[config.mk]
export PLATFORM = sky130hd
export DESIGN_NAME = plux_lux_div
export DESIGN_NICKNAME = d
export VERILOG_FILES = /design/src/hw/rtl/plux_pkg.sv /design/src/hw/rtl/plux_lux_div.sv
export SDC_FILE = /design/constraint.sdc
export NUM_CORES = 2
export LEC_CHECK = 0
export ABC_AREA = 1
export BUFFER_PORTS_ARGS = -buffer_cell sky130_fd_sc_hd__buf_2
export CORE_MARGIN = 4
export CORE_UTILIZATION = 60
export CTS_CLUSTER_SIZE = 10
export DETAILED_ROUTE_END_ITERATION = 10
export PLACE_DENSITY = 0.78
export SLEW_MARGIN = 20
export SYNTH_ARGS = -nofsm -noshare
export SYNTH_HDL_FRONTEND = slang
export SYNTH_SLANG_ARGS = --single-unit
[constraint.sdc]
create_clock -name clk_i -period 4.2 [get_ports clk_i]
set_input_delay 0 -clock clk_i [delete_from_list [all_inputs] [get_ports clk_i]]
set_output_delay 0 -clock clk_i [all_outputs]
set_load 0.02 [all_outputs]
[src/hw/rtl/plux_pkg.sv]
// ============================================================================
// plux_pkg
// Shared widths, region codes, fit coefficients and the ratio power table
// for the two-channel piecewise lux unit.
// ============================================================================
package plux_pkg;

  localparam int unsigned FRACTION_BITS     = 8;
  localparam int unsigned POWER_TABLE_DEPTH = 256;

  localparam int unsigned CNT_W = 16;
  localparam int unsigned LUX_W = 23;
  localparam logic [LUX_W-1:0] LUX_MAX = '1;

  // ratio index: i = round(ch1 * 2*RATIO_N / (2*ch0)), RATIO_N = 2*depth
  localparam int unsigned RATIO_N = 2 * POWER_TABLE_DEPTH;
  localparam int unsigned IDX_W   = $clog2(POWER_TABLE_DEPTH + 1);
  localparam int unsigned TAB_W   = $clog2(POWER_TABLE_DEPTH);
  localparam int unsigned DVD_W   = CNT_W + $clog2(2 * RATIO_N + 1);
  localparam int unsigned DSR_W   = CNT_W + 1;
  localparam int unsigned DIV_W   = DVD_W + IDX_W;

  // power table entries are Q16
  localparam int unsigned POW_W  = 16;
  localparam int unsigned BIG_W  = 5 * (POW_W + 2) + 7 * ($clog2(RATIO_N) + 1) + 8;

  // lowest region: coef = 3040*2^16 - 6200*P, coefficients in units of 1e-5
  localparam int unsigned COEF_W = 28;
  localparam logic [COEF_W:0] POW_BASE  = (COEF_W+1)'(3040 * 65536);
  localparam logic [COEF_W:0] POW_SLOPE = (COEF_W+1)'(6200);

  // upper regions: lin = A*ch0 - B*ch1
  localparam int unsigned LIN_CW = 12;
  localparam int unsigned LIN_W  = CNT_W + LIN_CW + 1;
  localparam logic [LIN_CW-1:0] LIN_A61  = 12'd2240;
  localparam logic [LIN_CW-1:0] LIN_B61  = 12'd3100;
  localparam logic [LIN_CW-1:0] LIN_A80  = 12'd1280;
  localparam logic [LIN_CW-1:0] LIN_B80  = 12'd1530;
  localparam logic [LIN_CW-1:0] LIN_A130 = 12'd146;
  localparam logic [LIN_CW-1:0] LIN_B130 = 12'd112;

  // scaling and rounding: both divisors are 3125 times a power of two
  localparam int unsigned NUM_W    = COEF_W + CNT_W;
  localparam int unsigned SCALE_SH = 4 + FRACTION_BITS;
  localparam int unsigned X_W      = NUM_W + SCALE_SH + 1;
  localparam int unsigned POW_SH   = 21;
  localparam int unsigned LIN_SH   = 5;
  localparam int unsigned DIV_K    = 3125;
  localparam int unsigned KW       = $clog2(DIV_K + 1);
  localparam int unsigned Y_W      = KW + LUX_W;
  localparam logic [X_W-1:0] HALF_POW  = X_W'(64'd50000 << 16);
  localparam logic [X_W-1:0] HALF_LIN  = X_W'(64'd50000);
  localparam logic [X_W-1:0] SAT_LIMIT = X_W'(DIV_K) << LUX_W;

  // floor(y / 3125) = (y * RECIP) >> RECIP_SH for every y below 3125 * 2^LUX_W:
  // the rounding error of RECIP times the largest y stays below 2^RECIP_SH
  localparam int unsigned RECIP_SH = 46;
  localparam int unsigned RECIP_W  = 36;
  localparam logic [RECIP_W-1:0] RECIP =
    RECIP_W'(((64'd1 << RECIP_SH) + 64'(DIV_K) - 64'd1) / 64'(DIV_K));

  typedef enum logic [2:0] {
    REG_ZERO,
    REG_POW,
    REG_R61,
    REG_R80,
    REG_R130
  } region_e;

  typedef struct packed {
    logic [CNT_W-1:0] ch0;
    logic [CNT_W-1:0] ch1;
    region_e          region;
  } plux_side_t;

  // Largest y with y^5 * n^7 <= idx^7 * 2^80, i.e. floor(2^16 * (idx/n)^1.4).
  function automatic logic [POW_W-1:0] pow_entry(input int unsigned idx);
    logic [BIG_W-1:0] lhs;
    logic [BIG_W-1:0] rhs;
    logic [POW_W+1:0] lo;
    logic [POW_W+1:0] hi;
    logic [POW_W+1:0] mid;
    lo = '0;
    hi = (POW_W+2)'(1) << POW_W;
    for (int s = 0; s < POW_W + 2; s++) begin
      if (lo < hi) begin
        mid = (lo + hi + (POW_W+2)'(1)) >> 1;
        lhs = BIG_W'(1);
        rhs = BIG_W'(1);
        for (int k = 0; k < 5; k++) begin
          lhs = lhs * BIG_W'(mid);
          rhs = rhs << POW_W;
        end
        for (int k = 0; k < 7; k++) begin
          lhs = lhs * BIG_W'(RATIO_N);
          rhs = rhs * BIG_W'(idx);
        end
        if (lhs <= rhs) begin
          lo = mid;
        end else begin
          hi = mid - (POW_W+2)'(1);
        end
      end
    end
    return lo[POW_W-1:0];
  endfunction

endpackage

[src/hw/rtl/plux_lux_div.sv]
// ============================================================================
// plux_lux_div
// Division of the scaled fit by 3125 as a reciprocal multiply split into
// half-width products, with saturation at the top of the lux range.
// ============================================================================
module plux_lux_div (
  input  logic                       clk_i,
  input  logic                       rst_ni,
  input  logic                       valid_i,
  output logic                       ready_o,
  input  logic [plux_pkg::Y_W-1:0]   y_i,
  input  logic                       sat_i,
  output logic                       valid_o,
  input  logic                       ready_i,
  output logic [plux_pkg::LUX_W-1:0] lux_o
);
  import plux_pkg::*;

  localparam int unsigned S     = 2;
  localparam int unsigned HW    = RECIP_W / 2;
  localparam int unsigned PP_W  = 2 * HW;
  localparam int unsigned SUM_W = Y_W + RECIP_W;
  localparam logic [HW-1:0] R_LO = RECIP[HW-1:0];
  localparam logic [HW-1:0] R_HI = RECIP[RECIP_W-1:HW];

  logic [S-1:0]     v_q;
  logic [S-1:0]     v_in;
  logic [S-1:0]     en;
  logic [HW-1:0]    y_lo;
  logic [HW-1:0]    y_hi;
  logic [PP_W-1:0]  pp_ll_q;
  logic [PP_W-1:0]  pp_lh_q;
  logic [PP_W-1:0]  pp_hl_q;
  logic [PP_W-1:0]  pp_hh_q;
  logic             sat_q;
  logic [SUM_W-1:0] sum;
  logic [LUX_W-1:0] lux_q;

  assign v_in    = {v_q[S-2:0], valid_i};
  assign ready_o = en[0];

  for (genvar s = 0; s < S; s++) begin : g_en
    assign en[s] = ready_i | ~(&v_q[S-1:s]);
  end

  assign y_lo = y_i[HW-1:0];
  assign y_hi = HW'(y_i >> HW);

  // split y * RECIP into four half-width products
  always_ff @(posedge clk_i) begin
    if (en[0]) begin
      pp_ll_q <= PP_W'(y_lo) * PP_W'(R_LO);
      pp_lh_q <= PP_W'(y_lo) * PP_W'(R_HI);
      pp_hl_q <= PP_W'(y_hi) * PP_W'(R_LO);
      pp_hh_q <= PP_W'(y_hi) * PP_W'(R_HI);
      sat_q   <= sat_i;
    end
  end

  assign sum = (SUM_W'(pp_hh_q) << PP_W) + (SUM_W'(pp_hl_q) << HW) +
               (SUM_W'(pp_lh_q) << HW) + SUM_W'(pp_ll_q);

  always_ff @(posedge clk_i) begin
    if (en[1]) begin
      lux_q <= sat_q ? LUX_MAX : sum[RECIP_SH +: LUX_W];
    end
  end

  always_ff @(posedge clk_i or negedge rst_ni) begin
    if (!rst_ni) begin
      v_q <= '0;
    end else begin
      for (int s = 0; s < S; s++) begin
        if (en[s]) begin
          v_q[s] <= v_in[s];
        end
      end
    end
  end

  assign valid_o = v_q[S-1];
  assign lux_o   = lux_q;

endmodule
# Yosys cells after proc, flatten, opt, wreduce, memory -nomap -nowiden
# Index checks and enable logic that the tools add are counted.
# totals
register_bits	164
output_inout_bits	25
in_bits	40
word_cells	20
# classes
n_addsub	3
bitwise	4
n_reduce_logical	1
multipliers	4
# ops
op	n
69-bit by 53-bit adder with 69-bit output	2
18-bit by 17-bit multiplier with 35-bit output (second input constant)	2
69-bit by 35-bit adder with 69-bit output	1
17-bit by 17-bit multiplier with 34-bit output (second input constant)	1
17-bit by 17-bit multiplier with 33-bit output (second input constant)	1
1-bit inverter	2
1-bit OR	2
2-bit AND reduction	1

# Longest topological paths before layout
# depth
depth_word	3
ltp_mapped	24

# Worst setup path before layout
# OpenSTA, ideal clock, no wires.
# synth_path
path_kind	register to register
start	register v_q[1]
end	register pp_hh_q[0] (enable)
setup_ns	1.416
required_ns	2.784
path_buffers	0
path_slack_ns	-0.527
synth_period_minus_slack_ns	4.727
arrival_time_ns	3.310
path_stages_with_launch	2
path_cell_list	dfrtp_1 -> nand3_1
# synth_via
elab_chain_cells	3
# synth_rtl
item	line_no	text
start, declared	plux_lux_div.sv:26	logic [S-1:0] v_q;
start signal, assigned by index	plux_lux_div.sv:75	v_q[s] <= v_in[s];
2-bit AND reduction	plux_lux_div.sv:43	assign en[s] = ready_i | ~(&v_q[S-1:s]);
1-bit inverter	plux_lux_div.sv:43	
1-bit OR	plux_lux_div.sv:43	
net ready_o	plux_lux_div.sv:10	output logic ready_o,
end signal, assigned	plux_lux_div.sv:55	pp_hh_q <= PP_W'(y_hi) * PP_W'(R_HI);
end, declared	plux_lux_div.sv:34	logic [PP_W-1:0] pp_hh_q;
# The timed path passes the listed nets, and every way through them passes these cells.
# A chain may end at the register's enable or synchronous reset.

# Final worst setup path
# layout_path
start	input port y_i[19] in the netlist's numbering
end	register pp_hh_q[25] (data pin)
# layout_via
elab_chain_cells	1
# layout_rtl
item	line_no	text
start, declared	plux_lux_div.sv:11	input logic [plux_pkg::Y_W-1:0] y_i,
17-bit by 17-bit multiplier with 33-bit output	plux_lux_div.sv:55	
# No other way between the ends.

==> run summary <==
Status: finished, violations left
Failing checks: negative setup slack
Die area: 0.0542 mm²
Share of flip-flops with an asynchronous set or reset after synthesis: 1.39%
Detailed-router iteration count before antenna repair: 6
Vias in the first global route: 27300
Sort of element at the end of the critical path: register
FP Rows: 82
Post-Place Cells: 4653
Die height: 233 µm
Post-DP HPWL: 78.7 mm
Post-synthesis cell area: 0.0303 mm²
Initial antenna violation count: 3
ANT nets after route: 0
Signal arrival time at the worst endpoint: 4560 ps
Number of stages on the worst hold path: 2
Max-Slew Margin vs Limit: 35.3%
Post-CTS clock slew at the launch and capture registers of the worst setup and hold paths: 70 ps
Hold/Removal Path Class: in2reg
Layout fillers: 3337
Setup repair after global routing missed its margin: true
Root Buffer: clkbuf_16
Highest fanout seen on the critical path: 6
Finished Layout Cells: 4743
DRT Wirelength: 99.2 mm
Num ports: 65
CP dominant cell by count: fa_1
Final Core Density: 76.8%
Most common cell after layout, fill and taps aside: inv_1
Final critical-path share of the clock period: 104%
Placed cell area: 0.0353 mm²
TritonCTS clock tree: built
Critical path launch point type: input port
Post-synthesis register bit count: 144
Area share of the largest cell type after synthesis: 26.6%
Cell breakdown of the critical path: buf_12 > inv_1 > fa_1 > inv_2 > ha_2 > inv_2 > fa_2 > fa_1 > inv_1 > fa_1 > inv_1 > fa_1 > inv_2 > ha_4 > nand2_4 > inv_4 > a21oi_4 > nor2_1 > o21ai_0 > o211ai_1 > xor2_1
Iter 0 DRT Violations: 2419
Hold wc startpoint: y_i[18]
Hold path endpoint: pp_hh_q[0]$_DFFE_PP_
Syn Nets: 4534
Final count of negative-setup-slack endpoints: 25
Global-route wire length before repair: 144 mm
Dominant cells by area after synthesis: fa_1, ha_1, edfxtp_1
Reg2Reg Depth: 10
Peak Freq: 0.228 GHz
Count of port buffers added during placement: 64
Synthesis Warnings: 0
Remaining design rule violation count: 0
Pins Over Slew Limit: 0
Routability-driven placement congestion ratio: 0.985
Area leader, netlist: fa_1
Number of clock buffers inserted by TritonCTS: 17
CTS Sinks: 144
Sequential cell area fraction in the yosys report: 14.2%
Max capacitance violation total: 0
Setup slack of the worst register-to-register path: 1200 ps
Setup ws final: -184 ps
Total GRT Usage: 34.4%
Clk Latency, worst-skew pair: 440 ps
Worst R2R End: lux_o[19]$_SDFFCE_PP1P_
Number of H-tree levels: 4
Placeable core area: 0.0501 mm²
Highest-count cells in the layout ignoring fill and taps: inv_1, ha_1, buf_4, nand2_1, fa_1
Wire length per cell after detailed routing: 20.9 µm
Master of the slowest instance on the critical path: fa_1
Die width: 233 µm
Syn Inst Count: 3486
Worst setup path class: in2reg
Maximum clock skew at final layout: 13.0 ps
Signed area change from the synthesized netlist to the final layout: 26.9%
Count of distinct cell types in the synthesized netlist: 44
Number of vias per cell: 5.67
Post-route cell area: 0.0385 mm²
Primary FF master, synth: edfxtp_1
Layout cell share with drive strength beyond 1: 25.9%
Min Tclk post-route: 4380 ps
Effective utilization at floorplan: 60.5%
CTS Buffer Depth: 2
Final hold vios: 0
Via count: 26900
Overflow left after global routing: 0
Biggest cell delay along the critical path: 590 ps
Least-Margin Pin Slew: 968 ps
Number of enable flip-flop cells after synthesis: 142
Mean area per synthesized cell: 8.69 µm²
Maximum number of pins on one net before global-route repair: 122
NumNets Final: 5104
Required time reported for the critical path endpoint: 4370 ps
Setup Total Neg Slack: -1710 ps
Critical register-to-register path startpoint: pp_lh_q[28]$_DFFE_PP_
==> cell families (layout without fill, tap and decap cells) <==
logic type	count (synthesis)	after routing	synth area share (%)
fa+ha+maj	1008	1008	51.6
buf+inv	943	1526	11.7
simple gates	905	905	12.5
compound gates	396	396	7.34
flops	144	144	14.2
xor+xnor	90	90	2.60
other cells	0	2	0
==> routing by layer <==
layer | track usage, % | share of wire [%] | up-vias
met3 | 5.64 | 9.3 | 336
met1 | 49.0 | 41 | 13100
li1 | - | - | 12100
met5 | 0 | 0.027 | -
met4 | 9.06 | 4.2 | 4
met2 | 55.0 | 46 | 1320
==> registers in the layout, summed over array words and instances (netlist names) <==
register,count
lux_o,23
pp_hh_q,33
pp_hl_q,33
pp_lh_q,35
pp_ll_q,17
sat_q,1
v_q,2
==> through the flow <==
step	hold WS, ps	setup WS, ps
floorplan	-296	-54.6
global placement	-214	-656
detailed placement	-207	-654
CTS	69.2	-61.7
global route	24.4	-239
finish	49.6	-184
==> worst max-delay path by stage <==
stage	end	cells after the start	start
after floorplan	pp_lh_q[30]$_DFFE_PP_	24	y_i[4]
after global placement	pp_ll_q[31]$_DFFE_PP_	18	y_i[6]
after detailed placement	pp_lh_q[30]$_DFFE_PP_	25	y_i[4]
after CTS	pp_lh_q[32]$_DFFE_PP_	19	y_i[9]
after global routing	pp_hh_q[25]$_DFFE_PP_	21	y_i[19]
final	pp_hh_q[25]$_DFFE_PP_	21	y_i[19]
==> cell type report <==
class / instances / area (µm²) / share of cell area (%)
clock buffers: 17 / 425 / 1.11
well taps: 672 / 841 / 2.19
repair buffers: 553 / 4290 / 11.1
multi-input cells: 2399 / 24800 / 64.5
flip-flops and latches: 144 / 4310 / 11.2
diodes: 2 / 5.00 / 0.0130
inverters: 941 / 3570 / 9.27
clock inverters: 15 / 206 / 0.537
==> critical path, delay by kind of cell <==
family	cells	cell delay, ps
XOR/XNOR	1	170
adder cells (fa/ha/maj)	7	3020
AO/OA/AOI/OAI	3	640
AND/OR/NAND/NOR	2	180
buffers and inverters	8	530
==> synthesized netlist by cell type (2+ instances only) <==
library cell	n
nor3_2	3
a21o_1	13
xnor2_1	31
clkbuf_1	2
nand2_2	9
nor3_1	31
ha_1	605
inv_2	2
o21a_1	8
o211ai_1	9
dfrtp_1	2
nor2_1	195
fa_1	403
nand3_1	114
o2111ai_1	2
nor4_1	9
a31oi_1	4
inv_1	938
edfxtp_1	142
o21ai_0	109
nand2_1	488
o21ai_2	10
nor4_2	2
nand4_1	44
a21boi_0	5
a21boi_2	3
xor2_1	59
o21bai_1	21
nor2_2	5
a21oi_1	204
==> repair_timing <==
action / CTS / global route
hold buffers: 5 / 0
setup buffers: 17 / 34
hold endpoints to repair: 5 / 0
pin swaps: 96 / 221
endpoints found under the setup margin: 59 / 73
resized for setup: 131 / 397
Power is not shown: default switching activity piles up to over one toggle a cycle in this logic, so the estimate is an artifact.
