<file path="src/hw/rtl/plux_pkg.sv">
// ============================================================================
// plux_pkg
// Shared widths, region codes, fit coefficients and the ratio power table
// for the two-channel piecewise lux unit.
// ============================================================================
package plux_pkg;

  localparam int unsigned FRACTION_BITS     = 8;
  localparam int unsigned POWER_TABLE_DEPTH = 256;

  localparam int unsigned CNT_W = 16;
  localparam int unsigned LUX_W = 23;
  localparam logic [LUX_W-1:0] LUX_MAX = '1;

  // ratio index: i = round(ch1 * 2*RATIO_N / (2*ch0)), RATIO_N = 2*depth
  localparam int unsigned RATIO_N = 2 * POWER_TABLE_DEPTH;
  localparam int unsigned IDX_W   = $clog2(POWER_TABLE_DEPTH + 1);
  localparam int unsigned TAB_W   = $clog2(POWER_TABLE_DEPTH);
  localparam int unsigned DVD_W   = CNT_W + $clog2(2 * RATIO_N + 1);
  localparam int unsigned DSR_W   = CNT_W + 1;
  localparam int unsigned DIV_W   = DVD_W + IDX_W;

  // power table entries are Q16
  localparam int unsigned POW_W  = 16;
  localparam int unsigned BIG_W  = 5 * (POW_W + 2) + 7 * ($clog2(RATIO_N) + 1) + 8;

  // lowest region: coef = 3040*2^16 - 6200*P, coefficients in units of 1e-5
  localparam int unsigned COEF_W = 28;
  localparam logic [COEF_W:0] POW_BASE  = (COEF_W+1)'(3040 * 65536);
  localparam logic [COEF_W:0] POW_SLOPE = (COEF_W+1)'(6200);

  // upper regions: lin = A*ch0 - B*ch1
  localparam int unsigned LIN_CW = 12;
  localparam int unsigned LIN_W  = CNT_W + LIN_CW + 1;
  localparam logic [LIN_CW-1:0] LIN_A61  = 12'd2240;
  localparam logic [LIN_CW-1:0] LIN_B61  = 12'd3100;
  localparam logic [LIN_CW-1:0] LIN_A80  = 12'd1280;
  localparam logic [LIN_CW-1:0] LIN_B80  = 12'd1530;
  localparam logic [LIN_CW-1:0] LIN_A130 = 12'd146;
  localparam logic [LIN_CW-1:0] LIN_B130 = 12'd112;

  // scaling and rounding: both divisors are 3125 times a power of two
  localparam int unsigned NUM_W    = COEF_W + CNT_W;
  localparam int unsigned SCALE_SH = 4 + FRACTION_BITS;
  localparam int unsigned X_W      = NUM_W + SCALE_SH + 1;
  localparam int unsigned POW_SH   = 21;
  localparam int unsigned LIN_SH   = 5;
  localparam int unsigned DIV_K    = 3125;
  localparam int unsigned KW       = $clog2(DIV_K + 1);
  localparam int unsigned Y_W      = KW + LUX_W;
  localparam logic [X_W-1:0] HALF_POW  = X_W'(64'd50000 << 16);
  localparam logic [X_W-1:0] HALF_LIN  = X_W'(64'd50000);
  localparam logic [X_W-1:0] SAT_LIMIT = X_W'(DIV_K) << LUX_W;

  // floor(y / 3125) = (y * RECIP) >> RECIP_SH for every y below 3125 * 2^LUX_W:
  // the rounding error of RECIP times the largest y stays below 2^RECIP_SH
  localparam int unsigned RECIP_SH = 46;
  localparam int unsigned RECIP_W  = 36;
  localparam logic [RECIP_W-1:0] RECIP =
    RECIP_W'(((64'd1 << RECIP_SH) + 64'(DIV_K) - 64'd1) / 64'(DIV_K));

  typedef enum logic [2:0] {
    REG_ZERO,
    REG_POW,
    REG_R61,
    REG_R80,
    REG_R130
  } region_e;

  typedef struct packed {
    logic [CNT_W-1:0] ch0;
    logic [CNT_W-1:0] ch1;
    region_e          region;
  } plux_side_t;

  // Largest y with y^5 * n^7 <= idx^7 * 2^80, i.e. floor(2^16 * (idx/n)^1.4).
  function automatic logic [POW_W-1:0] pow_entry(input int unsigned idx);
    logic [BIG_W-1:0] lhs;
    logic [BIG_W-1:0] rhs;
    logic [POW_W+1:0] lo;
    logic [POW_W+1:0] hi;
    logic [POW_W+1:0] mid;
    lo = '0;
    hi = (POW_W+2)'(1) << POW_W;
    for (int s = 0; s < POW_W + 2; s++) begin
      if (lo < hi) begin
        mid = (lo + hi + (POW_W+2)'(1)) >> 1;
        lhs = BIG_W'(1);
        rhs = BIG_W'(1);
        for (int k = 0; k < 5; k++) begin
          lhs = lhs * BIG_W'(mid);
          rhs = rhs << POW_W;
        end
        for (int k = 0; k < 7; k++) begin
          lhs = lhs * BIG_W'(RATIO_N);
          rhs = rhs * BIG_W'(idx);
        end
        if (lhs <= rhs) begin
          lo = mid;
        end else begin
          hi = mid - (POW_W+2)'(1);
        end
      end
    end
    return lo[POW_W-1:0];
  endfunction

endpackage

</file>
<file path="src/hw/rtl/plux_classify.sv">
// ============================================================================
// plux_classify
// Input stage: picks the ratio region with exact integer compares and forms
// the dividend and divisor for the ratio index.
// ============================================================================
module plux_classify (
  input  logic                       clk_i,
  input  logic                       rst_ni,
  input  logic                       valid_i,
  output logic                       ready_o,
  input  logic [plux_pkg::CNT_W-1:0] ch0_i,
  input  logic [plux_pkg::CNT_W-1:0] ch1_i,
  output logic                       valid_o,
  input  logic                       ready_i,
  output plux_pkg::plux_side_t       side_o,
  output logic [plux_pkg::DVD_W-1:0] dvd_o,
  output logic [plux_pkg::DSR_W-1:0] dsr_o
);
  import plux_pkg::*;

  localparam int unsigned CMP_W = CNT_W + 7;

  logic                 v_q;
  logic                 en;
  region_e              region_d;
  logic [CMP_W-1:0]     a0;
  logic [CMP_W-1:0]     a1;
  plux_side_t           side_q;
  logic [DVD_W-1:0]     dvd_q;
  logic [DSR_W-1:0]     dsr_q;

  assign en      = ready_i | ~v_q;
  assign ready_o = en;

  assign a0 = CMP_W'(ch0_i);
  assign a1 = CMP_W'(ch1_i);

  // each bound belongs to the region below it
  always_comb begin
    if (ch0_i == '0 || ch1_i == '0) begin
      region_d = REG_ZERO;
    end else if ((a1 << 1) <= a0) begin
      region_d = REG_POW;
    end else if (a1 * CMP_W'(100) <= a0 * CMP_W'(61)) begin
      region_d = REG_R61;
    end else if (a1 * CMP_W'(5) <= a0 * CMP_W'(4)) begin
      region_d = REG_R80;
    end else if (a1 * CMP_W'(10) <= a0 * CMP_W'(13)) begin
      region_d = REG_R130;
    end else begin
      region_d = REG_ZERO;
    end
  end

  always_ff @(posedge clk_i or negedge rst_ni) begin
    if (!rst_ni) begin
      v_q <= 1'b0;
    end else if (en) begin
      v_q <= valid_i;
    end
  end

  always_ff @(posedge clk_i) begin
    if (en) begin
      side_q.ch0    <= ch0_i;
      side_q.ch1    <= ch1_i;
      side_q.region <= region_d;
      dvd_q         <= DVD_W'(ch1_i) * DVD_W'(2 * RATIO_N) + DVD_W'(ch0_i);
      dsr_q         <= {ch0_i, 1'b0};
    end
  end

  assign valid_o = v_q;
  assign side_o  = side_q;
  assign dvd_o   = dvd_q;
  assign dsr_o   = dsr_q;

  a_zero_count_region: assert property (@(posedge clk_i) disable iff (!rst_ni)
    valid_o && (side_o.ch0 == '0 || side_o.ch1 == '0) |-> side_o.region == REG_ZERO)
    else $error("zero count not mapped to zero region");

endmodule

</file>
<file path="config.mk">
export PLATFORM = sky130hd
export DESIGN_NAME = plux_classify
export DESIGN_NICKNAME = d
export VERILOG_FILES = /design/src/hw/rtl/plux_pkg.sv /design/src/hw/rtl/plux_classify.sv
export SDC_FILE = /design/constraint.sdc
export NUM_CORES = 1
export LEC_CHECK = 0
export BUFFER_PORTS_ARGS = -buffer_cell sky130_fd_sc_hd__buf_2
export CAP_MARGIN = 20
export CORE_ASPECT_RATIO = 1.1
export CORE_UTILIZATION = 64
export DETAILED_ROUTE_END_ITERATION = 8
export GPL_TIMING_DRIVEN = 0
export HOLD_SLACK_MARGIN = 0.15
export MAX_ROUTING_LAYER = met4
export PLACE_DENSITY_LB_ADDON = 0.12
export SETUP_SLACK_MARGIN = 0.5
export SYNTH_ARGS = -nofsm -noshare
export SYNTH_HDL_FRONTEND = slang
export SYNTH_SLANG_ARGS = --single-unit
</file>
<file path="constraint.sdc">
create_clock -name clk_i -period 3.3 [get_ports clk_i]
set_input_delay 0.66 -clock clk_i [delete_from_list [all_inputs] [get_ports clk_i]]
set_output_delay 0.66 -clock clk_i [all_outputs]
set_load 0.02 [all_outputs]
</file>
# --- Word-level counts from Yosys, hierarchy flattened ---
# Cells that the tools add are included.
op_classes:
  add_sub_neg: 1
  mul: 5
  n_lt_le_gt_ge: 4
  n_mux: 4
  n_bitwise: 2
  n_reduce_logical: 5
ops:
  columns: ["op", "n"]
  rows:
  - ["16-bit by 3-bit multiplier with 19-bit output, second input constant", 2]
  - ["16-bit zero test", 2]
  - ["26-bit by 16-bit adder with 27-bit output", 1]
  - ["23-bit by 22-bit <= comparator with 1-bit output", 1]
  - ["16-bit by 6-bit multiplier with 22-bit output, second input constant", 1]
  - ["16-bit by 5-bit multiplier with 21-bit output, second input constant", 1]
  - ["20-bit <= comparator", 1]
  - ["16-bit by 4-bit multiplier with 20-bit output, second input constant", 1]
  - ["19-bit by 18-bit <= comparator with 1-bit output", 1]
  - ["17-bit by 16-bit <= comparator with 1-bit output", 1]
  - ["2-bit two-way mux", 2]
  - ["4-bit OR reduction", 1]
  - ["3-bit two-way mux", 1]
  - ["2-bit OR reduction", 1]
  - ["1-bit logical OR", 1]
  - ["1-bit two-way mux", 1]
  - ["1-bit NOT", 1]
  - ["1-bit bitwise OR", 1]
totals:
  regBits: 63
  in_bits: 36
  output_inout_bits: 81
  elab_cells: 28

# --- Logic depth before layout (Yosys ltp) ---
depth:
  word_depth: 6
  depth_mapped: 24
  depth_no_buf: 24

# --- Worst setup path after synthesis ---
# No wires, ideal clock.
synth_path:
  kind: "input port to flip-flop"
  start: "input port ch0_i[1] (netlist name)"
  end: "register side_q, in the netlist side_o[2] (data pin)"
  setup_ns: 0.257
  arrival_ns: 5.308
  path_slack_ns: -2.265
  cell_stages: 23
  n_path_buf: 0
  path_cell_list: "inv_1 fa_1 inv_1 fa_1 inv_1 fa_1 inv_1 ha_1 nor2b_1 o21ai_1 a21boi_0 o21ai_0 a31oi_2 mux2i_1 a2111oi_0 ha_1 a21oi_1 o21ai_0 nor3_1 o2111ai_1 a22oi_1 nor2_1 and4bb_2"
synth_via:
  elab_chain_len: 3
  elab_cells_between_ends: 10
  cone_classes: "mul: 2; order compare: 4; mux: 1; reduce/logical: 3"
synth_lines:
  columns: ["item", "line_no", "rtl"]
  rows:
  - ["from (decl)", "plux_classify.sv:11", "input logic [plux_pkg::CNT_W-1:0] ch0_i,"]
  - ["16-bit by 6-bit multiplier with 22-bit output, or another cell as far along", "plux_classify.sv:44", "end else if (a1 * CMP_W'(100) <= a0 * CMP_W'(61)) begin"]
  - ["23-bit by 22-bit <= comparator with 1-bit output, or another cell as far along", "plux_classify.sv:44", null]
  - ["4-bit OR reduction (no line) / 3-bit two-way mux (equally long branches)", null, null]
  - ["to (decl)", "plux_classify.sv:28", "plux_side_t side_q;"]
# Several ways; a longest one is shown, not always the timed one.
# A chain may end at the register's enable or synchronous reset.

# --- Worst setup path in the final report ---
layout_path:
  start: "input port ch0_i[2] (netlist name)"
  end: "register side_q, in the netlist side_o[2] (data pin)"
# The elaborated chain is that of the path after synthesis.

==> run_results.csv <==
group,metric,value,unit
worst_hold_path,whs_endpoint,"valid_o",
timing,hold_ws,548,ps
critical_path,slowest_delay,620,ps
critical_path,r2r-start,"valid_o",
synthesis,avgSynthCellArea,9.55,um2
critical_path,cp.buffers_inverters,3,
synthesis,synth_top_area_share,31.5,%
critical_path,worstReg2RegEnd,"dvd_o[14]",
final_layout,fillers,1036,
run_status,violations,"negative setup slack",
worst_hold_path,min_from,"valid_i",
final_layout,final_cells,1397,
timing,skew,12.5,ps
pwr,leakagePower,0.00582,uW
placed_design,dp_slack,-3250,ps
detailed_routing,drt_iter0_drc,443,
clocking,cts_root_buffer,"clkbuf_16",
floorplan,start_util,65.4,%
critical_path,cp.arrival,5600,ps
synthesis,syn_area,9850,um2
timing,finalSetupViolations,3,
floorplan,ioPinCount,117,
clocking,numCtsBuffers,5,
timing,post-route-min-period,5530,ps
detailed_routing,dr.pass1.iters,5,
synthesis,syn-num-nets,1383,
final_layout,drive_above_1_share,23.3,%
placed_design,gp_congestion,0.950,
grt,antenna_found_initial,0,
final_layout,area_growth,19.2,%
clocking,htree_num_levels,2,
detailed_routing,drc,0,
synthesis,synth_edf_count,52,
critical_path,crit_required,3370,ps
detailed_routing,vias,8309,
timing,setup_slack,-2230,ps
grt,overflow,0,
grt,grt_max_degree,33,
worst_hold_path,hp-class,"in2reg",
critical_path,path_cells,"buf_12 > fa_1 > inv_1 > fa_1 > inv_1 > fa_1 > ha_4 > o21ai_0 > o21ai_2 > o21ai_2 > a31oi_4 > a31oi_4 > nand2b_1 > xnor2_1 > ha_1 > a21o_1 > a21oi_4 > o31a_1 > o2111ai_2 > a22oi_2 > nor2_2 > and4bb_2",
synthesis,synth_flop_cell,"edfxtp_1",
timing,maxSlewViolCount,0,
timing,min_period_over_period,168,%
floorplan,core,15100,um2
critical_path,critPathMaxFanout,7,
job,maxCapViolations,0,
clocking,clkSinkCount,53,
synthesis,synth-seq-area-share,16.1,%
critical_path,setup.worst_path.class,"in2reg",
synthesis,ys_seq_elements,53,
clocking,clk_pin_slew,90,ps
worst_hold_path,holdPathStages,2,
critical_path,cp_common_cell,"fa_1",
critical_path,reg2reg_depth,2,
floorplan,die_y,132,um
synthesis,synth_largest_area_cell,"ha_1",
final_layout,final_common_cell,"ha_1",
final_layout,utilization,78.0,%
timing,hold_viol,0,
floorplan,dieArea,15900,um2
grt,grt_util_all_layers,33.4,%
timing,slew_headroom,54.4,%
floorplan,die_x,120,um
critical_path,path_delay_family,"adder cells",
critical_path,cpMaxStageDelayCell,"fa_1",
clocking,clk_latency,320,ps
synthesis,synthTopCellsByArea,"ha_1, edfxtp_1, fa_1",
final_layout,regArea,1590,um2
critical_path,end_kind,"flip-flop",
critical_path,reg2reg_slack,1790,ps
synthesis,synthCells,1031,
synthesis,synthArstFlopShare,1.89,%
floorplan,num_rows,47,
synthesis,synth-warning-count,0,
detailed_routing,avgViaCountPerCell,5.95,
placed_design,placedCellCount,1343,
synthesis,ys_types,65,
final_layout,final_cell_mix,"ha_1, inv_1, buf_2, buf_4, fa_1",
timing,clock.fmax,181,MHz
clocking,cts_tree,"yes",
detailed_routing,drt_wl_total,25500,um
timing,tightest_slew,684,ps
final_layout,final_nets,1552,
grt,grt_pass1_vias,8347,
pwr,powerDensity,589,nW/um2
detailed_routing,routedWlPerCell,18.2,um
critical_path,start_kind,"primary input",
detailed_routing,ant_nets,0,
placed_design,hpwl,18700,um
placed_design,io_buffers,115,
run_status,status,"complete, but fails checks",
grt,grt_pass1_wl,40100,um
pwr,irDropWorstVdd,0.336,mV
final_layout,multi_input_area,7800,um2
final_layout,antenna_cells,0,
timing,rsz0062_at_grt,"true",
clocking,clock_path_buffers,2,
area by class of cell:
type	instances	share of cell area [%]
Multi-Input combinational cell	784	66.4
Timing Repair Buffer	162	9.10
Sequential cell	53	13.5
Clock buffer	6	1.10
Buffer	31	1.89
Tap cell	196	2.09
Inverter	163	5.56
Clock inverter	2	0.330
timing repair:
action | 4_1_cts | 5_1_grt
gates resized for setup | 91 | 31
endpoints found under the setup margin | 3 | 6
setup buffers | 31 | 14
pin swaps | 33 | 15
endpoints found under the hold margin | 1 | 0
hold buffers | 1 | 0
stage by stage:
| stage | instance area [um2] | setup TNS [ps] | power [uW] |
|---|---|---|---|
| CTS | 11500 | -5990 | 6500 |
| detailed placement | 10700 | -9420 | 5260 |
| global placement | 10700 | -9680 | 5130 |
| finish | 11700 | -6490 | 6920 |
| floorplan | 9900 | -5680 | 4270 |
| global route | 11700 | -6770 | 7510 |
cells in the mapped netlist (10+ instances only):
library cell	instances
nor2_1	53
nand3_1	20
nor3_1	11
buf_4	27
edfxtp_1	52
nand2_1	26
a21oi_1	60
ha_1	248
inv_1	162
a21o_1	29
xor2_1	21
nand4_1	19
nand2b_1	10
xnor2_1	42
o21ai_0	33
o21a_1	15
nor2b_1	19
fa_1	68
flip-flops by register name, indices dropped and copies added, names as in the netlist:
register and count:
dvd_o 17, side_o 35, valid_o 1
routing by layer:
layer	global-route usage (%)	vias to the layer above	share of wire, %
met5	-	-	0
met4	15.2	0	4.5
met3	3.33	93	4.4
met2	59.1	274	52
met1	37.8	4008	40
li1	-	3934	-
how the worst max path moves through the flow:
stage | slack (ps) | endpoint | cells after the start | startpoint
after global placement | -3200 | side_o[2] | 24 | ch0_i[2]
after CTS | -2070 | side_o[2] | 24 | ch0_i[2]
after global routing | -2320 | side_o[2] | 24 | ch0_i[3]
after detailed placement | -3250 | side_o[2] | 24 | ch0_i[2]
final | -2230 | side_o[2] | 22 | ch0_i[2]
after floorplan | -2020 | side_o[2] | 23 | ch0_i[2]
cells by family (layout without fill, tap and decap cells):
| group | Yosys count | after routing | synth area share (%) |
|---|---|---|---|
| simple gates | 192 | 192 | 10.1 |
| fa+ha+maj | 316 | 316 | 45.3 |
| xor+xnor | 63 | 63 | 5.60 |
| mux | 4 | 4 | 0.407 |
| compound gates | 208 | 208 | 14.0 |
| other cells | 1 | 1 | 0.0381 |
| buf+inv | 194 | 364 | 8.42 |
| flops | 53 | 53 | 16.1 |
power breakdown:
part / leakage [uW] / total [uW] / internal [uW] / switching, uW
Clock: 0.0000810 / 635 / 361 / 274
Combinational: 0.00520 / 5430 / 2430 / 3000
Sequential: 0.000535 / 851 / 831 / 20.9
Total: 0.00582 / 6920 / 3620 / 3300
Note: power is estimated with default switching activity, not from simulation.
