## src/hw/rtl/plux_pkg.sv

```systemverilog
// ============================================================================
// plux_pkg
// Shared widths, region codes, fit coefficients and the ratio power table
// for the two-channel piecewise lux unit.
// ============================================================================
package plux_pkg;

  localparam int unsigned FRACTION_BITS     = 8;
  localparam int unsigned POWER_TABLE_DEPTH = 256;

  localparam int unsigned CNT_W = 16;
  localparam int unsigned LUX_W = 23;
  localparam logic [LUX_W-1:0] LUX_MAX = '1;

  // ratio index: i = round(ch1 * 2*RATIO_N / (2*ch0)), RATIO_N = 2*depth
  localparam int unsigned RATIO_N = 2 * POWER_TABLE_DEPTH;
  localparam int unsigned IDX_W   = $clog2(POWER_TABLE_DEPTH + 1);
  localparam int unsigned TAB_W   = $clog2(POWER_TABLE_DEPTH);
  localparam int unsigned DVD_W   = CNT_W + $clog2(2 * RATIO_N + 1);
  localparam int unsigned DSR_W   = CNT_W + 1;
  localparam int unsigned DIV_W   = DVD_W + IDX_W;

  // power table entries are Q16
  localparam int unsigned POW_W  = 16;
  localparam int unsigned BIG_W  = 5 * (POW_W + 2) + 7 * ($clog2(RATIO_N) + 1) + 8;

  // lowest region: coef = 3040*2^16 - 6200*P, coefficients in units of 1e-5
  localparam int unsigned COEF_W = 28;
  localparam logic [COEF_W:0] POW_BASE  = (COEF_W+1)'(3040 * 65536);
  localparam logic [COEF_W:0] POW_SLOPE = (COEF_W+1)'(6200);

  // upper regions: lin = A*ch0 - B*ch1
  localparam int unsigned LIN_CW = 12;
  localparam int unsigned LIN_W  = CNT_W + LIN_CW + 1;
  localparam logic [LIN_CW-1:0] LIN_A61  = 12'd2240;
  localparam logic [LIN_CW-1:0] LIN_B61  = 12'd3100;
  localparam logic [LIN_CW-1:0] LIN_A80  = 12'd1280;
  localparam logic [LIN_CW-1:0] LIN_B80  = 12'd1530;
  localparam logic [LIN_CW-1:0] LIN_A130 = 12'd146;
  localparam logic [LIN_CW-1:0] LIN_B130 = 12'd112;

  // scaling and rounding: both divisors are 3125 times a power of two
  localparam int unsigned NUM_W    = COEF_W + CNT_W;
  localparam int unsigned SCALE_SH = 4 + FRACTION_BITS;
  localparam int unsigned X_W      = NUM_W + SCALE_SH + 1;
  localparam int unsigned POW_SH   = 21;
  localparam int unsigned LIN_SH   = 5;
  localparam int unsigned DIV_K    = 3125;
  localparam int unsigned KW       = $clog2(DIV_K + 1);
  localparam int unsigned Y_W      = KW + LUX_W;
  localparam logic [X_W-1:0] HALF_POW  = X_W'(64'd50000 << 16);
  localparam logic [X_W-1:0] HALF_LIN  = X_W'(64'd50000);
  localparam logic [X_W-1:0] SAT_LIMIT = X_W'(DIV_K) << LUX_W;

  // floor(y / 3125) = (y * RECIP) >> RECIP_SH for every y below 3125 * 2^LUX_W:
  // the rounding error of RECIP times the largest y stays below 2^RECIP_SH
  localparam int unsigned RECIP_SH = 46;
  localparam int unsigned RECIP_W  = 36;
  localparam logic [RECIP_W-1:0] RECIP =
    RECIP_W'(((64'd1 << RECIP_SH) + 64'(DIV_K) - 64'd1) / 64'(DIV_K));

  typedef enum logic [2:0] {
    REG_ZERO,
    REG_POW,
    REG_R61,
    REG_R80,
    REG_R130
  } region_e;

  typedef struct packed {
    logic [CNT_W-1:0] ch0;
    logic [CNT_W-1:0] ch1;
    region_e          region;
  } plux_side_t;

  // Largest y with y^5 * n^7 <= idx^7 * 2^80, i.e. floor(2^16 * (idx/n)^1.4).
  function automatic logic [POW_W-1:0] pow_entry(input int unsigned idx);
    logic [BIG_W-1:0] lhs;
    logic [BIG_W-1:0] rhs;
    logic [POW_W+1:0] lo;
    logic [POW_W+1:0] hi;
    logic [POW_W+1:0] mid;
    lo = '0;
    hi = (POW_W+2)'(1) << POW_W;
    for (int s = 0; s < POW_W + 2; s++) begin
      if (lo < hi) begin
        mid = (lo + hi + (POW_W+2)'(1)) >> 1;
        lhs = BIG_W'(1);
        rhs = BIG_W'(1);
        for (int k = 0; k < 5; k++) begin
          lhs = lhs * BIG_W'(mid);
          rhs = rhs << POW_W;
        end
        for (int k = 0; k < 7; k++) begin
          lhs = lhs * BIG_W'(RATIO_N);
          rhs = rhs * BIG_W'(idx);
        end
        if (lhs <= rhs) begin
          lo = mid;
        end else begin
          hi = mid - (POW_W+2)'(1);
        end
      end
    end
    return lo[POW_W-1:0];
  endfunction

endpackage

```

## src/hw/rtl/plux_fit.sv

```systemverilog
// ============================================================================
// plux_fit
// Region fit: power table read, coefficient and linear terms, the product
// with the broadband count, then scaling and rounding offset.
// ============================================================================
module plux_fit (
  input  logic                       clk_i,
  input  logic                       rst_ni,
  input  logic                       valid_i,
  output logic                       ready_o,
  input  plux_pkg::plux_side_t       side_i,
  input  logic [plux_pkg::IDX_W-1:0] idx_i,
  output logic                       valid_o,
  input  logic                       ready_i,
  output logic [plux_pkg::Y_W-1:0]   y_o,
  output logic                       sat_o
);
  import plux_pkg::*;

  localparam int unsigned S = 4;
  localparam logic [POW_W-1:0] POW_LAST = pow_entry(POWER_TABLE_DEPTH);

  logic [S-1:0]        v_q;
  logic [S-1:0]        v_in;
  logic [S-1:0]        en;
  logic [POW_W-1:0]    pow_rom [POWER_TABLE_DEPTH];

  logic [POW_W-1:0]    p_d;
  logic [POW_W-1:0]    a_p_q;
  plux_side_t          a_side_q;

  logic [LIN_CW-1:0]   coef_a;
  logic [LIN_CW-1:0]   coef_b;
  logic [LIN_W-1:0]    prod_a;
  logic [LIN_W-1:0]    prod_b;
  logic [COEF_W:0]     b_coef_q;
  logic [LIN_W-1:0]    b_lin_q;
  logic [CNT_W-1:0]    b_ch0_q;
  region_e             b_region_q;

  logic [NUM_W-1:0]    num_d;
  logic [NUM_W-1:0]    c_num_q;
  logic                c_pow_q;

  logic [X_W-1:0]      x_full;
  logic [X_W-1:0]      y_full;
  logic [Y_W-1:0]      d_y_q;
  logic                d_sat_q;

  for (genvar g = 0; g < POWER_TABLE_DEPTH; g++) begin : g_rom
    localparam logic [POW_W-1:0] ENTRY = pow_entry(g);
    assign pow_rom[g] = ENTRY;
  end

  for (genvar s = 0; s < S; s++) begin : g_en
    assign en[s] = ready_i | ~(&v_q[S-1:s]);
  end

  assign v_in    = {v_q[S-2:0], valid_i};
  assign ready_o = en[0];

  always_ff @(posedge clk_i or negedge rst_ni) begin
    if (!rst_ni) begin
      v_q <= '0;
    end else begin
      for (int s = 0; s < S; s++) begin
        if (en[s]) begin
          v_q[s] <= v_in[s];
        end
      end
    end
  end

  // table read; an index at or beyond the table depth takes the entry for index POWER_TABLE_DEPTH
  assign p_d = (idx_i >= IDX_W'(POWER_TABLE_DEPTH)) ? POW_LAST : pow_rom[idx_i[TAB_W-1:0]];

  always_ff @(posedge clk_i) begin
    if (en[0]) begin
      a_p_q    <= p_d;
      a_side_q <= side_i;
    end
  end

  always_comb begin
    case (a_side_q.region)
      REG_R61: begin
        coef_a = LIN_A61;
        coef_b = LIN_B61;
      end
      REG_R80: begin
        coef_a = LIN_A80;
        coef_b = LIN_B80;
      end
      REG_R130: begin
        coef_a = LIN_A130;
        coef_b = LIN_B130;
      end
      default: begin
        coef_a = '0;
        coef_b = '0;
      end
    endcase
  end

  assign prod_a = LIN_W'(a_side_q.ch0) * LIN_W'(coef_a);
  assign prod_b = LIN_W'(a_side_q.ch1) * LIN_W'(coef_b);

  always_ff @(posedge clk_i) begin
    if (en[1]) begin
      b_coef_q   <= POW_BASE - (COEF_W+1)'(a_p_q) * POW_SLOPE;
      b_lin_q    <= prod_a - prod_b;
      b_ch0_q    <= a_side_q.ch0;
      b_region_q <= a_side_q.region;
    end
  end

  // drop non-positive fits to zero
  always_comb begin
    if (b_region_q == REG_POW) begin
      if (!b_coef_q[COEF_W] && b_coef_q != '0) begin
        num_d = NUM_W'(b_coef_q[COEF_W-1:0]) * NUM_W'(b_ch0_q);
      end else begin
        num_d = '0;
      end
    end else if (!b_lin_q[LIN_W-1] && b_lin_q != '0) begin
      num_d = NUM_W'(b_lin_q[LIN_W-2:0]);
    end else begin
      num_d = '0;
    end
  end

  always_ff @(posedge clk_i) begin
    if (en[2]) begin
      c_num_q <= num_d;
      c_pow_q <= (b_region_q == REG_POW);
    end
  end

  // divisor is 3125 * 2^shift: take the power of two here, 3125 downstream
  assign x_full = (X_W'(c_num_q) << SCALE_SH) + (c_pow_q ? HALF_POW : HALF_LIN);
  assign y_full = c_pow_q ? (x_full >> POW_SH) : (x_full >> LIN_SH);

  always_ff @(posedge clk_i) begin
    if (en[3]) begin
      d_y_q   <= y_full[Y_W-1:0];
      d_sat_q <= (y_full >= SAT_LIMIT);
    end
  end

  assign valid_o = v_q[S-1];
  assign y_o     = d_y_q;
  assign sat_o   = d_sat_q;

  a_zero_region_num: assert property (@(posedge clk_i) disable iff (!rst_ni)
    v_q[1] && en[2] && b_region_q == REG_ZERO |=> c_num_q == '0)
    else $error("zero region produced a nonzero fit");

endmodule

```

## config.mk

```make
export PLATFORM = sky130hd
export DESIGN_NAME = plux_fit
export DESIGN_NICKNAME = d
export VERILOG_FILES = /design/src/hw/rtl/plux_pkg.sv /design/src/hw/rtl/plux_fit.sv
export SDC_FILE = /design/constraint.sdc
export NUM_CORES = 2
export LEC_CHECK = 0
export ABC_AREA = 1
export BUFFER_PORTS_ARGS = -buffer_cell sky130_fd_sc_hd__clkbuf_2
export CAP_MARGIN = 30
export CORE_AREA = 2 2 217 432
export CTS_CLUSTER_SIZE = 16
export DETAILED_ROUTE_END_ITERATION = 7
export DIE_AREA = 0 0 219 434
export PLACE_DENSITY = 0.67
export SETUP_SLACK_MARGIN = 0.05
export SLEW_MARGIN = 20
export SYNTH_ARGS = -nofsm -noshare
export SYNTH_HDL_FRONTEND = slang
export SYNTH_SLANG_ARGS = --single-unit
```

## constraint.sdc

```tcl
create_clock -name clk_i -period 9.8 [get_ports clk_i]
set_clock_uncertainty 0.1 [all_clocks]
set_input_delay 0.49 -clock clk_i [delete_from_list [all_inputs] [get_ports clk_i]]
set_output_delay 0.49 -clock clk_i [all_outputs]
set_load 0.01 [all_outputs]
```

Yosys cells after proc, flatten, opt, wreduce, memory -nomap -nowiden
Memories as Yosys holds them, arrays and structs flattened. A register that Yosys moved wholly into a read port is not among the register bits.
Cells that the tools add are included.
Word-level totals
  flip-flop bits (word level): 197
  ROM bits: 4096
  bits of input ports: 48
  output and inout port bits: 38
  logic and storage cells: 54
  memories: 1
Operators by class
  add/sub/neg operators: 3
  $mul: 4
  magnitude comparators: 2
  equality and inequality tests: 4
  multiplexer cells: 7
  bitwise operators: 9
  reductions and logical operators: 9
Memory list
  (no name shown): depth 256, width 16, read ports 1, clocked after memory_dff 1, wr ports 0, line plux_fit.sv:75  | assign p_d = (idx_i >= IDX_W'(POWER_TABLE_DEPTH)) ? POW_LAST : pow_rom[idx_i[TAB_W-1:0]];
Operators with widths (count)
  $mux 44: 2
  $pmux 12 s3: 2
  $reduce_bool 29->1: 2
  $add 56x32->57: 1
  $mul 16x12->28: 2
  $ge 52x35->1 const B: 1
  $mux 52: 1
  $mul 28x16->44: 1
  $mux 32: 1
  $sub 28x28->29: 1
  $sub 28x29->29 const A: 1
  $mux 28: 1
  $mul 16x10->26 const B: 1
  $ge 9x9->1 const B: 1
  $not 8->9: 1
  $eq 3x2->1 const B: 2
  $not 1->1: 4
  $or 1x1->1: 4
  $reduce_and 4->1: 1
  $eq 3x1->1 const B: 1
  $eq 3x3->1 const B: 1
  $reduce_and 3->1: 1
  $logic_and 1x1->1: 2
  $logic_not 1->1: 2
  $reduce_and 2->1: 1

Longest topological paths before layout
  depth in word-level cells: 4
  gate-level depth with buffers: 31
  mapped depth without buffers: 30

Worst setup path before layout
OpenSTA, ideal clock, no wires.
  path kind: register -> register
  start: reg a_side_q[1] (netlist bit)
  end: reg b_lin_q[22], data pin
  data arrival time: 6.280 ns
  path slack: 3.162 ns
  stages on the path, launching flop included: 27
  path buffers: 1
  period minus slack after synthesis: 6.638 ns
  path through: edfxtp_1 > nor3_1 > clkinv_1 > nand2_1 > inv_1 > clkbuf_1 > nor2_1 > fa_1 > fa_1 > fa_1 > inv_1 > fa_1 > fa_1 > fa_1 > inv_1 > fa_1 > inv_1 > ha_1 > nand2_1 > o21ai_0 > a21oi_1 > inv_1 > a21oi_1 > o21bai_1 > nand3_1 > nand2_1 > xor2_1
On the way
  word-level cells in the longest chain between the ends: 4
  elaborated cells between the ends (all ways): 8
RTL lines
  start, declared: line plux_fit.sv:30  | plux_side_t a_side_q;
  start signal, assigned: line plux_fit.sv:80  | a_side_q <= side_i;
  $eq 3x3->1 / $eq 3x2->1 (equally long branches): line plux_fit.sv:85  | case (a_side_q.region)
  $pmux 12 s3: line plux_fit.sv:85
  $mul 16x12->28 (on tied branches): line plux_fit.sv:105, plux_fit.sv:106
  $sub 28x28->29 (*): line plux_fit.sv:111  | b_lin_q <= prod_a - prod_b;
  end signal, assigned: line plux_fit.sv:111
  end, declared: line plux_fit.sv:37  | logic [LIN_W-1:0] b_lin_q;
Every way passes the cells marked *; elsewhere a longest branch is shown, timed or not.
A chain may end at the register's enable or synchronous reset.

Final worst setup path
  start: reg a_side_q[1] (netlist bit)
  end: reg b_lin_q[23], data pin
The elaborated chain is that of the path after synthesis.

==> results.yml <==
status:
  status: "complete, no violations"
drt:
  wl_per_cell_um: 22.56
  drt-initial-drc-count: 2188
  vias_per_cell: 5.386
  drtAntennaViolNets: 0
  vias: 33970
  first_pass_iters: 5
  wirelength_um: 142300
  drc_errors: 0
sta:
  layout_min_cycle_time_ps: 7750
  hold_violations: 0
  tightest_slew_ps: 1047
  rsz0062_at_grt: "no"
  post-route-period-util_pct: 79.08
  timing.final.max_slew_violations: 0
  clock.fmax_mhz: 129.0
  setup_viol: 0
  slew_headroom_pct: 29.46
  setup-tns-final_ps: 0
cts:
  clockBufferDepth: 3
  root_buffer: "clkbuf_16"
  cts.clk_slew.worst_paths_ps: 60
  clock-sinks: 207
  clkLatencyLatePin_ps: 600
  cts_inserted_buffers: 22
  tritoncts: "built"
  cts-resized-gates: 0
  ctsHtreeMaxLevel: 1
synth:
  synth_cells: 5076
  seq_area_frac_synth_pct: 15.83
  synth-simple-area-share_pct: 20.52
  syn_area_sq_um: 39150
  ys_types: 59
  post_synth_mux_area_share_pct: 0
  synth_top_family_by_area: "adder cells"
  ys.flop_type: "edfxtp_1"
  syn_area_per_cell_sq_um: 7.713
  yosys_warnings: 0
  synthAdderAreaFrac_pct: 41.55
  async_flop_share_pct: 1.932
  yosys_register_bits: 207
  synth_xor_area_share_pct: 1.684
  synth_compound_area_share_pct: 6.874
  syn_nets: 6084
  synth-edff-count: 203
critical_path:
  end_kind: "register"
  path_cells: "nor3_1 -> clkinv_1 -> nand2_1 -> inv_1 -> nor2_1 -> fa_1 -> fa_1 -> fa_1 -> inv_1 -> fa_1 -> fa_1 -> fa_1 -> inv_1 -> fa_1 -> inv_1 -> ha_1 -> a21oi_1 -> o21ai_1 -> a21boi_0 -> o21ai_1 -> nand2_1 -> nand2_1 -> xor2_1"
  arrival_ps: 7970
  worst_path_largest_cell_delay_ps: 550
  critPathSlowestCell: "fa_1"
  cpMostUsedCell: "fa_1"
  rrSetupSlack_ps: 2050
  critPathLaunchType: "register"
  cp_max_fo: 17
  cp.required_ps: 10020
  crit_type: "register to register"
die:
  num_rows: 157
  coreArea_sq_um: 91540
  die_x_um: 219
  dieArea_sq_um: 95050
  initial_core_util_pct: 42.77
  fp.dieH_um: 434
  io_pins: 86
global_route:
  grt-ovfl-total: 0
  grt_usage_pct: 30.67
  grt_first_pass_wirelength_um: 213500
  grt_max_degree: 62
  grt_pass1_vias: 36690
  grt_antenna_before_repair: 4
cells_and_area:
  seq_area_sq_um: 6196
  nFillCells: 9398
  drive_above_1_share_pct: 4.555
  multi_input_area_sq_um: 27680
  nets: 6108
  area_growth_pct: 6.906
min_path:
  min_path_type: "input port to register"
placement:
  place.gp.congestion: 1.108
  dpl.hpwl_um: 118000
  io_buffers: 85
job:
  maxCapViolations: 0
## flip-flops by register name (all words and copies together), names as in the netlist
signal      count
b_region_q      3
c_num_q        43
y_o            35
b_ch0_q        16
a_p_q          15
v_q             4
b_coef_q       26
a_side_q       35
sat_o           1
c_pow_q         1
b_lin_q        28
## worst max-delay path, delay by kind of cell (launching register included)
kind	cells	cell delay (ps)
AO/OA/AOI/OAI	4	1040
XOR/XNOR	1	140
adder cells (fa/ha/maj)	8	3650
buffers and inverters	5	970
flip-flops	1	430
AND/OR/NAND/NOR	5	1140
## synthesized netlist by cell type, types with 9 or more instances
master,instances,area share [%]
buf_2,10,0.13
nand4_1,39,0.62
xor2_1,38,0.85
fa_1,567,29
o21ai_0,142,1.8
a21oi_1,151,1.9
nand2_2,14,0.22
nand3b_1,10,0.19
clkbuf_1,139,1.3
nor2_2,10,0.16
nand2_1,1188,11
a21o_1,9,0.17
o211ai_1,25,0.48
nor3_1,22,0.28
o221ai_1,10,0.22
ha_1,393,13
inv_1,1231,12
buf_1,15,0.14
nor4_1,12,0.19
edfxtp_1,203,16
nand3_1,211,2.7
xnor2_1,28,0.63
o22ai_1,14,0.22
nor2_1,444,4.3
o21bai_1,11,0.21
a31oi_1,24,0.38
o2111ai_1,16,0.36
## what timing repair did
action	4_1_cts	5_1_grt
hold endpoints to repair	28	0
buffers inserted	0	0
endpoints found under the setup margin	0	0
hold buffers	25	0
## layout make-up
class / instances / share of cell area (%)
diodes: 1 / 0.005979
clock buffers: 26 / 1.351
clock inverters: 13 / 0.3886
inverters: 1243 / 11.15
multi-input cells: 3462 / 66.12
flip-flops and latches: 207 / 14.80
well taps: 1192 / 3.563
repair buffers: 164 / 2.613
## final timing paths
check / from / endpoint / cells after the start
min reg2reg: a_side_q[33]$_DFFE_PP_ / b_ch0_q[14]$_DFFE_PP_ / 0
max in group asynchronous: rst_ni / v_q[2]$_DFFE_PN0P_ / 2
max: a_side_q[1]$_DFFE_PP_ / b_lin_q[23]$_DFFE_PP_ / 23
max reg2reg: a_side_q[1]$_DFFE_PP_ / b_lin_q[23]$_DFFE_PP_ / 23
min in group asynchronous: rst_ni / v_q[3]$_DFFE_PN0P_ / 2
min: side_i[26] / a_side_q[26]$_DFFE_PP_ / 1
## stage by stage
step | cell area (sq um) | hold slack [ps] | instances | setup WS [ps] | util (%)
floorplan | 39150 | 94.41 | 5076 | 3162 | -
global placement | 40830 | 197.8 | 6240 | 2163 | 44.61
detailed placement | 40850 | 200.3 | 6241 | 2090 | 44.62
CTS | 41830 | 16.95 | 6305 | 2055 | 45.69
global route | 41850 | 37.15 | 6307 | 1669 | 45.72
finish | 41850 | 45.23 | 6308 | 2050 | 45.72
## cells in the final DEF, fill, tap and decap left out, types with 10 or more instances in the layout
cell           count
nor3_1            21
clkbuf_16         22
nor2_1           443
buf_4             51
a21oi_1          151
nand3_1          211
xnor2_1           28
a31oi_1           24
inv_1           1229
o21ai_0          141
nand2_1         1187
edfxtp_1         203
nand3b_1          10
o211ai_1          25
o221ai_1          10
dlygate4sd3_1     25
o2111ai_1         16
nand4_1           39
o22ai_1           14
nor4_1            12
xor2_1            38
clkbuf_2          85
ha_1             393
nand2_2           15
nor2_2            11
o21bai_1          11
fa_1             567
## per-layer routing
| metal | share of wire [%] | global-route usage (%) |
|---|---|---|
| met2 | 53 | 57.11 |
| met1 | 30 | 27.44 |
| met4 | 12 | 30.80 |
| met5 | 0.020 | 0 |
| met3 | 4.9 | 3.973 |
## cell families (layout without fill, tap and decap cells)
logic type               Yosys count  after routing
AO/OA/AOI/OAI                    455            455
XOR/XNOR                          71             71
adder cells (fa/ha/maj)          960            960
buffers and inverters           1407           1446
flip-flops                       207            207
other                              2              3
AND/OR/NAND/NOR                 1974           1974
Power is not shown: default switching activity piles up to over one toggle a cycle in this logic, so the estimate is an artifact.
